**config.mk**
```make
export PLATFORM = sky130hd
export DESIGN_NAME = gps_sector_crossing_timer_flat
export DESIGN_NICKNAME = d
export VERILOG_FILES = /design/src/hdl/gst_pkg.sv /design/src/hdl/gst_if.sv /design/src/hdl/gst_orient.sv /design/src/hdl/gst_div.sv /design/src/hdl/gps_sector_crossing_timer.sv /design/src/flat_wrapper.sv
export SDC_FILE = /design/constraint.sdc
export NUM_CORES = 2
export LEC_CHECK = 0
export ABC_AREA = 0
export CORE_UTILIZATION = 48
export DETAILED_ROUTE_END_ITERATION = 10
export DONT_BUFFER_PORTS = 1
export GPL_TIMING_DRIVEN = 0
export PLACE_DENSITY_LB_ADDON = 0.08
export SLEW_MARGIN = 40
export SYNTH_ARGS = -nofsm -noshare
export SYNTH_HDL_FRONTEND = slang
export SYNTH_HIERARCHICAL = 1
export SYNTH_SLANG_ARGS = --single-unit
export TNS_END_PERCENT = 5
```
**constraint.sdc**
```tcl
create_clock -name clk -period 16.1 [get_ports clk]
set_input_delay 3.22 -clock clk [delete_from_list [all_inputs] [get_ports clk]]
set_output_delay 3.22 -clock clk [all_outputs]
set_load 0.05 [all_outputs]
```
**src/hdl/gst_pkg.sv**
```systemverilog
// ----------------------------------------------------------------------------
// GPS sector timer package
// Shared widths, codes, state type, request/response structs and a bounding box test.
// ----------------------------------------------------------------------------
package gst_pkg;

  localparam int COORD_W = 32;
  localparam int DIFF_W  = 33;
  localparam int ACC_W   = 37;
  localparam int LOW_W   = 33;
  localparam int PROD_W  = ACC_W + LOW_W;
  localparam int SUM_W   = 48;
  localparam int CNT_W   = 32;
  localparam int TIME_W  = 32;
  localparam int CFG_W   = 64;
  localparam int CFG_IDX_W = 3;
  localparam int NUM_LINES = 3;
  localparam int COLLINEAR_EPS = 100000;

  // Configuration register indexes.
  localparam logic [CFG_IDX_W-1:0] CFG_LINE1_A = 3'd0;
  localparam logic [CFG_IDX_W-1:0] CFG_LINE1_B = 3'd1;
  localparam logic [CFG_IDX_W-1:0] CFG_LINE2_A = 3'd2;
  localparam logic [CFG_IDX_W-1:0] CFG_LINE2_B = 3'd3;
  localparam logic [CFG_IDX_W-1:0] CFG_LINE3_A = 3'd4;
  localparam logic [CFG_IDX_W-1:0] CFG_LINE3_B = 3'd5;

  // Orientation codes.
  localparam logic [1:0] ORI_COLL = 2'd0;
  localparam logic [1:0] ORI_POS  = 2'd1;
  localparam logic [1:0] ORI_NEG  = 2'd2;

  typedef enum logic [2:0] {
    S_IDLE,
    S_OR_START,
    S_OR_WAIT,
    S_CROSS,
    S_DIV_START,
    S_DIV_WAIT,
    S_FINISH
  } state_t;

  typedef struct packed {
    logic signed [COORD_W-1:0] lat;
    logic signed [COORD_W-1:0] lon;
  } point_t;

  typedef struct packed {
    logic                     start;
    logic signed [DIFF_W-1:0] m1;
    logic signed [DIFF_W-1:0] n1;
    logic signed [DIFF_W-1:0] m2;
    logic signed [DIFF_W-1:0] n2;
  } orient_req_t;

  typedef struct packed {
    logic       done;
    logic [1:0] code;
  } orient_rsp_t;

  typedef struct packed {
    logic             start;
    logic [SUM_W-1:0] dividend;
    logic [CNT_W-1:0] divisor;
  } div_req_t;

  typedef struct packed {
    logic             done;
    logic [SUM_W-1:0] quot;
  } div_rsp_t;

  // True when q lies inside the bounding box spanned by p and r.
  function automatic logic in_bbox(point_t p, point_t q, point_t r);
    logic signed [COORD_W-1:0] lo_lon;
    logic signed [COORD_W-1:0] hi_lon;
    logic signed [COORD_W-1:0] lo_lat;
    logic signed [COORD_W-1:0] hi_lat;
    lo_lon = (p.lon < r.lon) ? p.lon : r.lon;
    hi_lon = (p.lon < r.lon) ? r.lon : p.lon;
    lo_lat = (p.lat < r.lat) ? p.lat : r.lat;
    hi_lat = (p.lat < r.lat) ? r.lat : p.lat;
    return (q.lon <= hi_lon) && (q.lon >= lo_lon) &&
           (q.lat <= hi_lat) && (q.lat >= lo_lat);
  endfunction

endpackage

```
**src/hdl/gst_if.sv**
```systemverilog
// ----------------------------------------------------------------------------
// GPS sector timer channels
// Valid/ready channels for input items and result items.
// ----------------------------------------------------------------------------
interface gst_in_if;
  logic        valid;
  logic        ready;
  logic        cmd;
  logic [31:0] stamp_ms;
  logic signed [30:0] fix_latitude;
  logic signed [31:0] fix_longitude;
  logic signed [15:0] speed_sample;

  modport source (output valid, cmd, stamp_ms, fix_latitude, fix_longitude,
                  speed_sample, input ready);
  modport sink   (input valid, cmd, stamp_ms, fix_latitude, fix_longitude,
                  speed_sample, output ready);
endinterface

interface gst_out_if;
  logic        valid;
  logic        ready;
  logic [2:0]  sector_id;
  logic [31:0] sector_time_ms;
  logic signed [15:0] avg_speed;

  modport source (output valid, sector_id, sector_time_ms, avg_speed, input ready);
  modport sink   (input valid, sector_id, sector_time_ms, avg_speed, output ready);
endinterface

```
**src/hdl/gst_orient.sv**
```systemverilog
// ----------------------------------------------------------------------------
// Serial orientation unit
// Computes m1*n1 - m2*n2 one multiplier bit per cycle and classifies it.
// ----------------------------------------------------------------------------
module gst_orient (
  input  logic                clk,
  input  logic                rst_n,
  input  gst_pkg::orient_req_t req,
  output gst_pkg::orient_rsp_t rsp
);

  localparam int CW = $clog2(gst_pkg::DIFF_W + 1);

  logic                               busy_r, busy_nxt;
  logic                               fin_r, fin_nxt;
  logic [CW-1:0]                      cnt_r, cnt_nxt;
  logic signed [gst_pkg::DIFF_W-1:0]  a1_r, a1_nxt, a2_r, a2_nxt;
  logic [gst_pkg::DIFF_W-1:0]         b1_r, b1_nxt, b2_r, b2_nxt;
  logic signed [gst_pkg::ACC_W-1:0]   acc_r, acc_nxt;
  logic [gst_pkg::LOW_W-1:0]          lo_r, lo_nxt;

  logic signed [gst_pkg::DIFF_W+1:0]  p1, p2, t;
  logic signed [gst_pkg::ACC_W-1:0]   sum;
  logic                               last;
  logic signed [gst_pkg::PROD_W-1:0]  val;

  localparam logic signed [gst_pkg::PROD_W-1:0] EPS =
    gst_pkg::PROD_W'(gst_pkg::COLLINEAR_EPS);

  // One partial product pair per cycle; the sign bit weighs negative.
  always_comb begin
    p1   = b1_r[0] ? (gst_pkg::DIFF_W+2)'(a1_r) : '0;
    p2   = b2_r[0] ? (gst_pkg::DIFF_W+2)'(a2_r) : '0;
    last = (cnt_r == CW'(gst_pkg::DIFF_W - 1));
    t    = last ? (p2 - p1) : (p1 - p2);
    sum  = acc_r + gst_pkg::ACC_W'(t);
  end

  // Sequencing of the shift-add loop.
  always_comb begin
    busy_nxt = busy_r;
    fin_nxt  = 1'b0;
    cnt_nxt  = cnt_r;
    a1_nxt   = a1_r;
    a2_nxt   = a2_r;
    b1_nxt   = b1_r;
    b2_nxt   = b2_r;
    acc_nxt  = acc_r;
    lo_nxt   = lo_r;
    if (req.start) begin
      busy_nxt = 1'b1;
      cnt_nxt  = '0;
      a1_nxt   = req.m1;
      a2_nxt   = req.m2;
      b1_nxt   = req.n1;
      b2_nxt   = req.n2;
      acc_nxt  = '0;
      lo_nxt   = '0;
    end else if (busy_r) begin
      acc_nxt = sum >>> 1;
      lo_nxt  = {sum[0], lo_r[gst_pkg::LOW_W-1:1]};
      b1_nxt  = b1_r >> 1;
      b2_nxt  = b2_r >> 1;
      cnt_nxt = cnt_r + CW'(1);
      if (last) begin
        busy_nxt = 1'b0;
        fin_nxt  = 1'b1;
      end
    end
  end

  always_ff @(posedge clk) begin
    if (!rst_n) begin
      busy_r <= 1'b0;
      fin_r  <= 1'b0;
    end else begin
      busy_r <= busy_nxt;
      fin_r  <= fin_nxt;
    end
    cnt_r <= cnt_nxt;
    a1_r  <= a1_nxt;
    a2_r  <= a2_nxt;
    b1_r  <= b1_nxt;
    b2_r  <= b2_nxt;
    acc_r <= acc_nxt;
    lo_r  <= lo_nxt;
  end

  // Classify the finished product; small magnitudes count as collinear.
  always_comb begin
    val      = {acc_r, lo_r};
    rsp.done = fin_r;
    if ((val < EPS) && (val > -EPS)) begin
      rsp.code = gst_pkg::ORI_COLL;
    end else if (val > 0) begin
      rsp.code = gst_pkg::ORI_POS;
    end else begin
      rsp.code = gst_pkg::ORI_NEG;
    end
  end

endmodule

```
**src/hdl/gst_div.sv**
```systemverilog
// ----------------------------------------------------------------------------
// Serial divider
// Restoring unsigned division, one quotient bit per cycle.
// ----------------------------------------------------------------------------
module gst_div (
  input  logic             clk,
  input  logic             rst_n,
  input  gst_pkg::div_req_t req,
  output gst_pkg::div_rsp_t rsp
);

  localparam int CW = $clog2(gst_pkg::SUM_W);

  logic                       busy_r, busy_nxt;
  logic                       done_r, done_nxt;
  logic [CW-1:0]              cnt_r, cnt_nxt;
  logic [gst_pkg::SUM_W-1:0]  q_r, q_nxt;
  logic [gst_pkg::CNT_W-1:0]  rem_r, rem_nxt;
  logic [gst_pkg::CNT_W-1:0]  dv_r, dv_nxt;

  logic [gst_pkg::CNT_W:0]    rsh, diff;
  logic                       ge;

  // Trial subtract of the shifted remainder.
  always_comb begin
    rsh  = {rem_r, q_r[gst_pkg::SUM_W-1]};
    diff = rsh - {1'b0, dv_r};
    ge   = (rsh >= {1'b0, dv_r});
  end

  always_comb begin
    busy_nxt = busy_r;
    done_nxt = 1'b0;
    cnt_nxt  = cnt_r;
    q_nxt    = q_r;
    rem_nxt  = rem_r;
    dv_nxt   = dv_r;
    if (req.start) begin
      busy_nxt = 1'b1;
      cnt_nxt  = '0;
      q_nxt    = req.dividend;
      rem_nxt  = '0;
      dv_nxt   = req.divisor;
    end else if (busy_r) begin
      rem_nxt = ge ? diff[gst_pkg::CNT_W-1:0] : rsh[gst_pkg::CNT_W-1:0];
      q_nxt   = {q_r[gst_pkg::SUM_W-2:0], ge};
      cnt_nxt = cnt_r + CW'(1);
      if (cnt_r == CW'(gst_pkg::SUM_W - 1)) begin
        busy_nxt = 1'b0;
        done_nxt = 1'b1;
      end
    end
  end

  always_ff @(posedge clk) begin
    if (!rst_n) begin
      busy_r <= 1'b0;
      done_r <= 1'b0;
    end else begin
      busy_r <= busy_nxt;
      done_r <= done_nxt;
    end
    cnt_r <= cnt_nxt;
    q_r   <= q_nxt;
    rem_r <= rem_nxt;
    dv_r  <= dv_nxt;
  end

  assign rsp.done = done_r;
  assign rsp.quot = q_r;

endmodule

```
**src/hdl/gps_sector_crossing_timer.sv**
```systemverilog
// ----------------------------------------------------------------------------
// GPS sector crossing timer
// Sector timing from GPS fixes and speed samples.
// ----------------------------------------------------------------------------
//  Channel   Direction  Transfer moves
//  in_ch     sink       one GPS fix or one speed sample
//  out_ch    source     sector number, sector time, mean speed (per fix)
//  cfg_*     write      boundary line endpoints, six 64-bit registers
//
// A speed sample is taken in the idle state and leaves it idle. A fix raises
// its result after four serial cross products, a decision state, then the
// 48-bit serial divide and finish when a boundary is tested, and after the
// divide and finish alone otherwise; with no samples in the sector the divide
// is skipped. Reset is synchronous and clears all control and sector state.
// A new item is taken while a result waits; a finished fix holds until the
// output register is free.
// ----------------------------------------------------------------------------
module gps_sector_crossing_timer #(
  parameter int NUM_SECTORS = 3
) (
  input  logic                          clk,
  input  logic                          rst_n,
  gst_in_if.sink                        in_ch,
  gst_out_if.source                     out_ch,
  input  logic                          cfg_we,
  input  logic [gst_pkg::CFG_IDX_W-1:0] cfg_index,
  input  logic [gst_pkg::CFG_W-1:0]     cfg_data
);

  gst_pkg::state_t state_r, state_nxt;

  logic [gst_pkg::CFG_W-1:0]  line_a_r [gst_pkg::NUM_LINES];
  logic [gst_pkg::CFG_W-1:0]  line_b_r [gst_pkg::NUM_LINES];

  gst_pkg::point_t            prev_r, pa_r, pb_r, pc_r, pd_r;
  gst_pkg::point_t            cur_pt, op_p, op_q, op_r;
  logic                       have_prev_r, start_valid_r;
  logic [1:0]                 sector_r;
  logic [gst_pkg::TIME_W-1:0] start_ms_r, stamp_r;
  logic signed [gst_pkg::SUM_W-1:0] sum_r;
  logic [gst_pkg::CNT_W-1:0]  cnt_r;
  logic [1:0]                 k_r;
  logic [1:0]                 ori_r [4];

  logic                       out_valid_r;
  logic [2:0]                 out_id_r;
  logic [gst_pkg::TIME_W-1:0] out_time_r;
  logic signed [15:0]         out_mean_r;

  logic                       acc_in, out_free, crossing, test_line;
  logic [gst_pkg::CFG_W-1:0]  sel_a, sel_b;
  logic signed [gst_pkg::SUM_W:0] samp_sum;
  logic signed [gst_pkg::SUM_W-1:0] samp_sat;
  logic [gst_pkg::SUM_W-1:0]  sum_mag;
  logic [1:0]                 sector_inc;
  logic signed [15:0]         mean;

  gst_pkg::orient_req_t       ori_req;
  gst_pkg::orient_rsp_t       ori_rsp;
  gst_pkg::div_req_t          div_req;
  gst_pkg::div_rsp_t          div_rsp;

  gst_orient u_orient (.clk(clk), .rst_n(rst_n), .req(ori_req), .rsp(ori_rsp));
  gst_div    u_div    (.clk(clk), .rst_n(rst_n), .req(div_req), .rsp(div_rsp));

  assign acc_in   = in_ch.valid && in_ch.ready;
  assign out_free = !out_valid_r || out_ch.ready;
  assign cur_pt.lat = gst_pkg::COORD_W'(in_ch.fix_latitude);
  assign cur_pt.lon = in_ch.fix_longitude;
  assign test_line  = have_prev_r && (sector_r < 2'(gst_pkg::NUM_LINES));

  // Boundary line of the current sector.
  always_comb begin
    case (sector_r)
      2'd0:    begin sel_a = line_a_r[0]; sel_b = line_b_r[0]; end
      2'd1:    begin sel_a = line_a_r[1]; sel_b = line_b_r[1]; end
      default: begin sel_a = line_a_r[2]; sel_b = line_b_r[2]; end
    endcase
  end

  // Operands of the four orientation tests.
  always_comb begin
    case (k_r)
      2'd0:    begin op_p = pa_r; op_q = pb_r; op_r = pc_r; end
      2'd1:    begin op_p = pa_r; op_q = pb_r; op_r = pd_r; end
      2'd2:    begin op_p = pc_r; op_q = pd_r; op_r = pa_r; end
      default: begin op_p = pc_r; op_q = pd_r; op_r = pb_r; end
    endcase
    ori_req.start = (state_r == gst_pkg::S_OR_START);
    ori_req.m1 = gst_pkg::DIFF_W'(op_q.lat) - gst_pkg::DIFF_W'(op_p.lat);
    ori_req.n1 = gst_pkg::DIFF_W'(op_r.lon) - gst_pkg::DIFF_W'(op_q.lon);
    ori_req.m2 = gst_pkg::DIFF_W'(op_q.lon) - gst_pkg::DIFF_W'(op_p.lon);
    ori_req.n2 = gst_pkg::DIFF_W'(op_r.lat) - gst_pkg::DIFF_W'(op_q.lat);
  end

  // Segment crossing decision, collinear cases included.
  always_comb begin
    crossing = ((ori_r[0] != ori_r[1]) && (ori_r[2] != ori_r[3])) ||
               ((ori_r[0] == gst_pkg::ORI_COLL) && gst_pkg::in_bbox(pa_r, pc_r, pb_r)) ||
               ((ori_r[1] == gst_pkg::ORI_COLL) && gst_pkg::in_bbox(pa_r, pd_r, pb_r)) ||
               ((ori_r[2] == gst_pkg::ORI_COLL) && gst_pkg::in_bbox(pc_r, pa_r, pd_r)) ||
               ((ori_r[3] == gst_pkg::ORI_COLL) && gst_pkg::in_bbox(pc_r, pb_r, pd_r));
    sector_inc = (({1'b0, sector_r} + 3'd1) >= 3'(NUM_SECTORS)) ? 2'd0 : sector_r + 2'd1;
  end

  // Saturating speed sum and divider operands.
  always_comb begin
    samp_sum = (gst_pkg::SUM_W+1)'(sum_r) + (gst_pkg::SUM_W+1)'(in_ch.speed_sample);
    if (samp_sum[gst_pkg::SUM_W] != samp_sum[gst_pkg::SUM_W-1]) begin
      samp_sat = samp_sum[gst_pkg::SUM_W] ? {1'b1, {(gst_pkg::SUM_W-1){1'b0}}}
                                          : {1'b0, {(gst_pkg::SUM_W-1){1'b1}}};
    end else begin
      samp_sat = samp_sum[gst_pkg::SUM_W-1:0];
    end
    sum_mag = sum_r[gst_pkg::SUM_W-1] ? gst_pkg::SUM_W'(-sum_r) : gst_pkg::SUM_W'(sum_r);
    div_req.start    = (state_r == gst_pkg::S_DIV_START) && (cnt_r != '0);
    div_req.dividend = sum_mag;
    div_req.divisor  = cnt_r;
  end

  // Clamp the quotient to the Q8.8 range and apply the sign.
  always_comb begin
    if (cnt_r == '0) begin
      mean = '0;
    end else if (sum_r[gst_pkg::SUM_W-1]) begin
      mean = (div_rsp.quot > gst_pkg::SUM_W'(32768)) ? 16'sh8000
                                                     : 16'(-div_rsp.quot[15:0]);
    end else begin
      mean = (div_rsp.quot > gst_pkg::SUM_W'(32767)) ? 16'sh7FFF
                                                     : 16'(div_rsp.quot[15:0]);
    end
  end

  // Next state.
  always_comb begin
    state_nxt = state_r;
    unique case (state_r)
      gst_pkg::S_IDLE: begin
        if (acc_in && !in_ch.cmd) begin
          state_nxt = test_line ? gst_pkg::S_OR_START : gst_pkg::S_DIV_START;
        end
      end
      gst_pkg::S_OR_START: state_nxt = gst_pkg::S_OR_WAIT;
      gst_pkg::S_OR_WAIT: begin
        if (ori_rsp.done) begin
          state_nxt = (k_r == 2'd3) ? gst_pkg::S_CROSS : gst_pkg::S_OR_START;
        end
      end
      gst_pkg::S_CROSS: state_nxt = gst_pkg::S_DIV_START;
      gst_pkg::S_DIV_START: begin
        state_nxt = (cnt_r != '0) ? gst_pkg::S_DIV_WAIT : gst_pkg::S_FINISH;
      end
      gst_pkg::S_DIV_WAIT: begin
        if (div_rsp.done) state_nxt = gst_pkg::S_FINISH;
      end
      gst_pkg::S_FINISH: begin
        if (out_free) state_nxt = gst_pkg::S_IDLE;
      end
      default: state_nxt = gst_pkg::S_IDLE;
    endcase
  end

  // Handshake outputs.
  always_comb begin
    in_ch.ready           = (state_r == gst_pkg::S_IDLE);
    out_ch.valid          = out_valid_r;
    out_ch.sector_id      = out_id_r;
    out_ch.sector_time_ms = out_time_r;
    out_ch.avg_speed      = out_mean_r;
  end

  // Control and sector state.
  always_ff @(posedge clk) begin
    if (!rst_n) begin
      state_r       <= gst_pkg::S_IDLE;
      have_prev_r   <= 1'b0;
      start_valid_r <= 1'b0;
      sector_r      <= '0;
      start_ms_r    <= '0;
      sum_r         <= '0;
      cnt_r         <= '0;
      prev_r        <= '0;
      k_r           <= '0;
      out_valid_r   <= 1'b0;
      for (int i = 0; i < gst_pkg::NUM_LINES; i++) begin
        line_a_r[i] <= '0;
        line_b_r[i] <= '0;
      end
    end else begin
      state_r <= state_nxt;

      // Configuration writes.
      if (cfg_we) begin
        unique case (cfg_index)
          gst_pkg::CFG_LINE1_A: line_a_r[0] <= cfg_data;
          gst_pkg::CFG_LINE1_B: line_b_r[0] <= cfg_data;
          gst_pkg::CFG_LINE2_A: line_a_r[1] <= cfg_data;
          gst_pkg::CFG_LINE2_B: line_b_r[1] <= cfg_data;
          gst_pkg::CFG_LINE3_A: line_a_r[2] <= cfg_data;
          gst_pkg::CFG_LINE3_B: line_b_r[2] <= cfg_data;
          default: ;
        endcase
      end

      // Accepted items.
      if (acc_in) begin
        if (in_ch.cmd) begin
          sum_r <= samp_sat;
          if (cnt_r != '1) cnt_r <= cnt_r + gst_pkg::CNT_W'(1);
        end else begin
          if (!start_valid_r) begin
            start_ms_r    <= in_ch.stamp_ms;
            start_valid_r <= 1'b1;
          end
          prev_r      <= cur_pt;
          have_prev_r <= 1'b1;
          k_r         <= '0;
        end
      end

      if ((state_r == gst_pkg::S_OR_WAIT) && ori_rsp.done) begin
        k_r <= k_r + 2'd1;
      end

      if ((state_r == gst_pkg::S_CROSS) && crossing) begin
        sector_r   <= sector_inc;
        sum_r      <= '0;
        cnt_r      <= '0;
        start_ms_r <= stamp_r;
      end

      // Output register.
      if ((state_r == gst_pkg::S_FINISH) && out_free) begin
        out_valid_r <= 1'b1;
      end else if (out_ch.ready) begin
        out_valid_r <= 1'b0;
      end
    end
  end

  // Payload registers.
  always_ff @(posedge clk) begin
    if (acc_in && !in_ch.cmd) begin
      stamp_r <= in_ch.stamp_ms;
      pa_r    <= sel_a;
      pb_r    <= sel_b;
      pc_r    <= prev_r;
      pd_r    <= cur_pt;
    end
    if ((state_r == gst_pkg::S_OR_WAIT) && ori_rsp.done) begin
      ori_r[k_r] <= ori_rsp.code;
    end
    if ((state_r == gst_pkg::S_FINISH) && out_free) begin
      out_id_r   <= {1'b0, sector_r} + 3'd1;
      out_time_r <= stamp_r - start_ms_r;
      out_mean_r <= mean;
    end
  end

endmodule

```
**src/flat_wrapper.sv**
```systemverilog
// flat-port wrapper written by rule: the top's interface ports become plain ports
module gps_sector_crossing_timer_flat 
#(
  parameter int NUM_SECTORS = 3
)
  (clk, rst_n, cfg_we, cfg_index, cfg_data, in_ch_valid, in_ch_cmd, in_ch_stamp_ms, in_ch_fix_latitude, in_ch_fix_longitude, in_ch_speed_sample, in_ch_ready, out_ch_valid, out_ch_sector_id, out_ch_sector_time_ms, out_ch_avg_speed, out_ch_ready);
  gst_in_if in_ch_i ();
  gst_out_if out_ch_i ();
  input  logic clk;
  input  logic rst_n;
  input  logic cfg_we;
  input  logic [gst_pkg::CFG_IDX_W-1:0] cfg_index;
  input  logic [gst_pkg::CFG_W-1:0] cfg_data;
  input wire logic [$bits(in_ch_i.valid)-1:0] in_ch_valid;
  input wire logic [$bits(in_ch_i.cmd)-1:0] in_ch_cmd;
  input wire logic [$bits(in_ch_i.stamp_ms)-1:0] in_ch_stamp_ms;
  input wire logic [$bits(in_ch_i.fix_latitude)-1:0] in_ch_fix_latitude;
  input wire logic [$bits(in_ch_i.fix_longitude)-1:0] in_ch_fix_longitude;
  input wire logic [$bits(in_ch_i.speed_sample)-1:0] in_ch_speed_sample;
  output wire logic [$bits(in_ch_i.ready)-1:0] in_ch_ready;
  output wire logic [$bits(out_ch_i.valid)-1:0] out_ch_valid;
  output wire logic [$bits(out_ch_i.sector_id)-1:0] out_ch_sector_id;
  output wire logic [$bits(out_ch_i.sector_time_ms)-1:0] out_ch_sector_time_ms;
  output wire logic [$bits(out_ch_i.avg_speed)-1:0] out_ch_avg_speed;
  input wire logic [$bits(out_ch_i.ready)-1:0] out_ch_ready;
  assign in_ch_i.valid = in_ch_valid;
  assign in_ch_i.cmd = in_ch_cmd;
  assign in_ch_i.stamp_ms = in_ch_stamp_ms;
  assign in_ch_i.fix_latitude = in_ch_fix_latitude;
  assign in_ch_i.fix_longitude = in_ch_fix_longitude;
  assign in_ch_i.speed_sample = in_ch_speed_sample;
  assign in_ch_ready = in_ch_i.ready;
  assign out_ch_valid = out_ch_i.valid;
  assign out_ch_sector_id = out_ch_i.sector_id;
  assign out_ch_sector_time_ms = out_ch_i.sector_time_ms;
  assign out_ch_avg_speed = out_ch_i.avg_speed;
  assign out_ch_i.ready = out_ch_ready;
  gps_sector_crossing_timer #(.NUM_SECTORS(NUM_SECTORS)) u_core (.clk(clk), .rst_n(rst_n), .in_ch(in_ch_i), .out_ch(out_ch_i), .cfg_we(cfg_we), .cfg_index(cfg_index), .cfg_data(cfg_data));
endmodule
```
==> run_results.csv <==
group,metric,value,unit
status,status,"finished, final reports clean",
clocking,numCtsBuffers,141,
logic_synthesis,ys_seq_area_frac,0.405,
grt,grt_usage,0.321,
final_layout,area_growth,10.7,%
clocking,cts.sinks,1242,
logic_synthesis,synth_seq_cells,1242,
grt,grt_pass1_wl,428000,um
floorplan,ios,237,
place,hpwl,234000,um
routing,drt_iter0_drc,7042,
clocking,clockRootBuffer,"clkbuf_16",
grt,antenna_found_initial,22,
logic_synthesis,yosysWarningCount,6,
place,io_buffer_count,0,
logic_synthesis,async_reset_ff_frac,0,
timing,slew_headroom,0.311,
logic_synthesis,synth_edf_count,941,
clocking,cts-resized-gates,0,
clocking,cts_max_path_buffers,3,
floorplan,die-area,178000,um^2
timing,tightest_slew,1.03,ns
routing,remaining_drc_errors,0,
logic_synthesis,syn_nets,9644,
clocking,worstSkewPairLatency,0.84,ns
timing,hold_violations,0,
pwr,power,14200,uW
flow_run,drv_cap,0,
critical_path,path_class,"flop to flop",
grt,grt_max_degree,49,
pwr,ir_drop,0.104,mV
final_layout,final_util,0.537,
critical_path,cpPeakStageDelay,0.83,ns
min_path,min_path_type,"flop to flop",
final_layout,final_common_cell,"ha_1",
final_layout,drive_above_1_share,0.0720,
timing,post-route-period-util,0.646,
critical_path,arrival,11.12,ns
logic_synthesis,ys_types,124,
critical_path,worst-path-max-fanout,10,
timing,finalWorstPathRequiredPeriod,10.41,ns
timing,setup_viol,0,
clocking,clkTransAtPathRegs,0.06,ns
floorplan,rows,153,
grt,grt-ovfl-total,0,
floorplan,initial_core_util,0.485,
routing,wl_per_cell,26.3,um
logic_synthesis,synthCells,8465,
critical_path,path_common_cell,"a21o_1",
critical_path,path_buf_inv,5,
final_layout,final_cell_mix,"985 x ha_1, 941 x edfxtp_1, 849 x nand2_1",
place,place.gp.congestion,0.994,
critical_path,path_delay_family,"compound AO/OA/AOI/OAI gates",
routing,totalWireLength,293000,um
timing,holdWs,0.414,ns
critical_path,startpoint_type,"flop",
grt,first_global_vias,65800,
logic_synthesis,synth_ff_type,"edfxtp_1",
timing,skew,0.0569,ns
routing,ant_nets,0,
critical_path,endpoint_kind,"flop",
floorplan,die_w,422,um
pwr,power_density,152,nW/um^2
timing,setup_tns,0,ns
clocking,cts_setup_buffers,0,
clocking,htreeDepth,4,
logic_synthesis,syn-cell-area,84600,um^2
floorplan,die_h,422,um
place,dpl-instance-area,88700,um^2
clocking,cts_tree,"built",
floorplan,core_region_area,174000,um^2
critical_path,worstPathRequired,16.81,ns
final_layout,stdcell_area,93600,um^2
pwr,cellLeakagePower,0.0389,uW
critical_path,crit_path_top_delay_cell,"o21ai_0",
timing,rsz0062_at_grt,"no",
logic_synthesis,avgSynthCellArea,9.99,um^2
final_layout,nets,9870,
clocking,hold_buffers,0,
timing,fmax,96.1,MHz
routing,vias,68400,
routing,via_per_inst,6.13,
routing,firstDrtPassIters,8,
timing,drv_slew,0,
-- sequential cells by signal (all words and copies together), names as in the netlist, 36 cells and up --
register and flops:
u_core/u_div/q_r 48, u_core/u_orient/acc_r 36, u_core/line_b_r 192, u_core/line_a_r 192, u_core/pb_r 64, u_core/prev_r 63
u_core/pd_r 63, u_core/pc_r 63, u_core/sum_r 48, u_core/pa_r 64
-- final timing paths --
path	startpoint	to	slack [ns]	cells past startpoint
worst min register to register	u_core/prev_r[53]$_SDFFE_PN0P_	u_core/pc_r[53]$_DFFE_PP_	0.41	0
worst max register to register	u_core/pd_r[1]$_DFFE_PP_	u_core/sum_r[14]$_SDFFE_PP0P_	5.69	30
worst min-delay path	u_core/prev_r[53]$_SDFFE_PN0P_	u_core/pc_r[53]$_DFFE_PP_	0.41	0
worst max-delay path	u_core/pd_r[1]$_DFFE_PP_	u_core/sum_r[14]$_SDFFE_PP0P_	5.69	30
-- power by group --
group	total, uW	internal, uW	switching (uW)	leakage (uW)
Combinational	6270	2490	3770	0.0253
Clock	3320	1880	1440	0.00231
Sequential	4630	4020	613	0.0113
-- stage by stage --
| step | instances | setup slack, ns |
|---|---|---|
| floorplan | 8465 | 3.65 |
| global placement | 10800 | -1.39 |
| detailed placement | 10900 | 6.07 |
| CTS | 11100 | 6.00 |
| global route | 11200 | 5.35 |
| finish | 11200 | 5.69 |
-- cell families (layout without fill, tap and decap cells) --
logic type	after synthesis	after routing	share of synthesized area
AND/OR/NAND/NOR	2446	2446	0.140
AO/OA/AOI/OAI	2083	2083	0.166
flip-flops	1242	1242	0.405
adder cells (fa/ha/maj)	998	998	0.148
buffers and inverters	786	1129	0.0360
multiplexers	572	572	0.0695
XOR/XNOR	338	338	0.0350
other	0	24	0
-- worst reg2reg max path: cells and delay by family, from the launching register on --
| kind | cells | cell delay (ns) |
|---|---|---|
| adders and majority gates | 2 | 0.64 |
| buffers and inverters | 5 | 2.26 |
| muxes | 2 | 1.04 |
| AOI/OAI and AO/OA | 16 | 4.61 |
| and+or+nand+nor | 5 | 1.23 |
| DFF | 1 | 0.52 |
-- layout make-up --
cell class,instances,area (um^2)
clock inverters,88,1140
well taps,2325,2910
inverters,463,1740
repair buffers,83,1000
multi-input cells,6437,47400
clock buffers,172,3680
fillers,15600,80800
diodes,24,60.1
flip-flops and latches,1242,34300
plain buffers,323,1360
-- synthesized netlist by cell type, drive strengths merged (59+ instances only) --
library cell / n / area, um^2
nand2b: 59 / 392
a211oi: 87 / 701
ha: 985 / 12300
nor3: 151 / 772
clkbuf: 245 / 922
buf: 78 / 387
xnor2: 239 / 2090
edfxtp: 941 / 28300
a21oi: 550 / 2780
a21o: 257 / 1930
inv: 462 / 1730
dfxtp: 301 / 6030
and2: 176 / 1100
a21boi: 89 / 672
nand2: 851 / 3200
mux2i: 450 / 4500
o21ai: 391 / 1980
a31oi: 64 / 458
nor2b: 109 / 684
xor2: 99 / 867
o21a: 71 / 533
nand4: 200 / 1250
nor2: 531 / 2000
nand3: 125 / 641
a22oi: 133 / 1000
a222oi: 62 / 621
mux2: 122 / 1370
nor4: 61 / 424
-- metal layers --
layer,vias to the layer above,global-route usage,routed length (um)
met5,-,0,92
met4,14,0.0927,8100
met3,394,0.0528,22300
met2,2504,0.492,127000
met1,33500,0.464,135000
li1,32000,-,-
No activity file was read; power rests on OpenSTA's default activity.
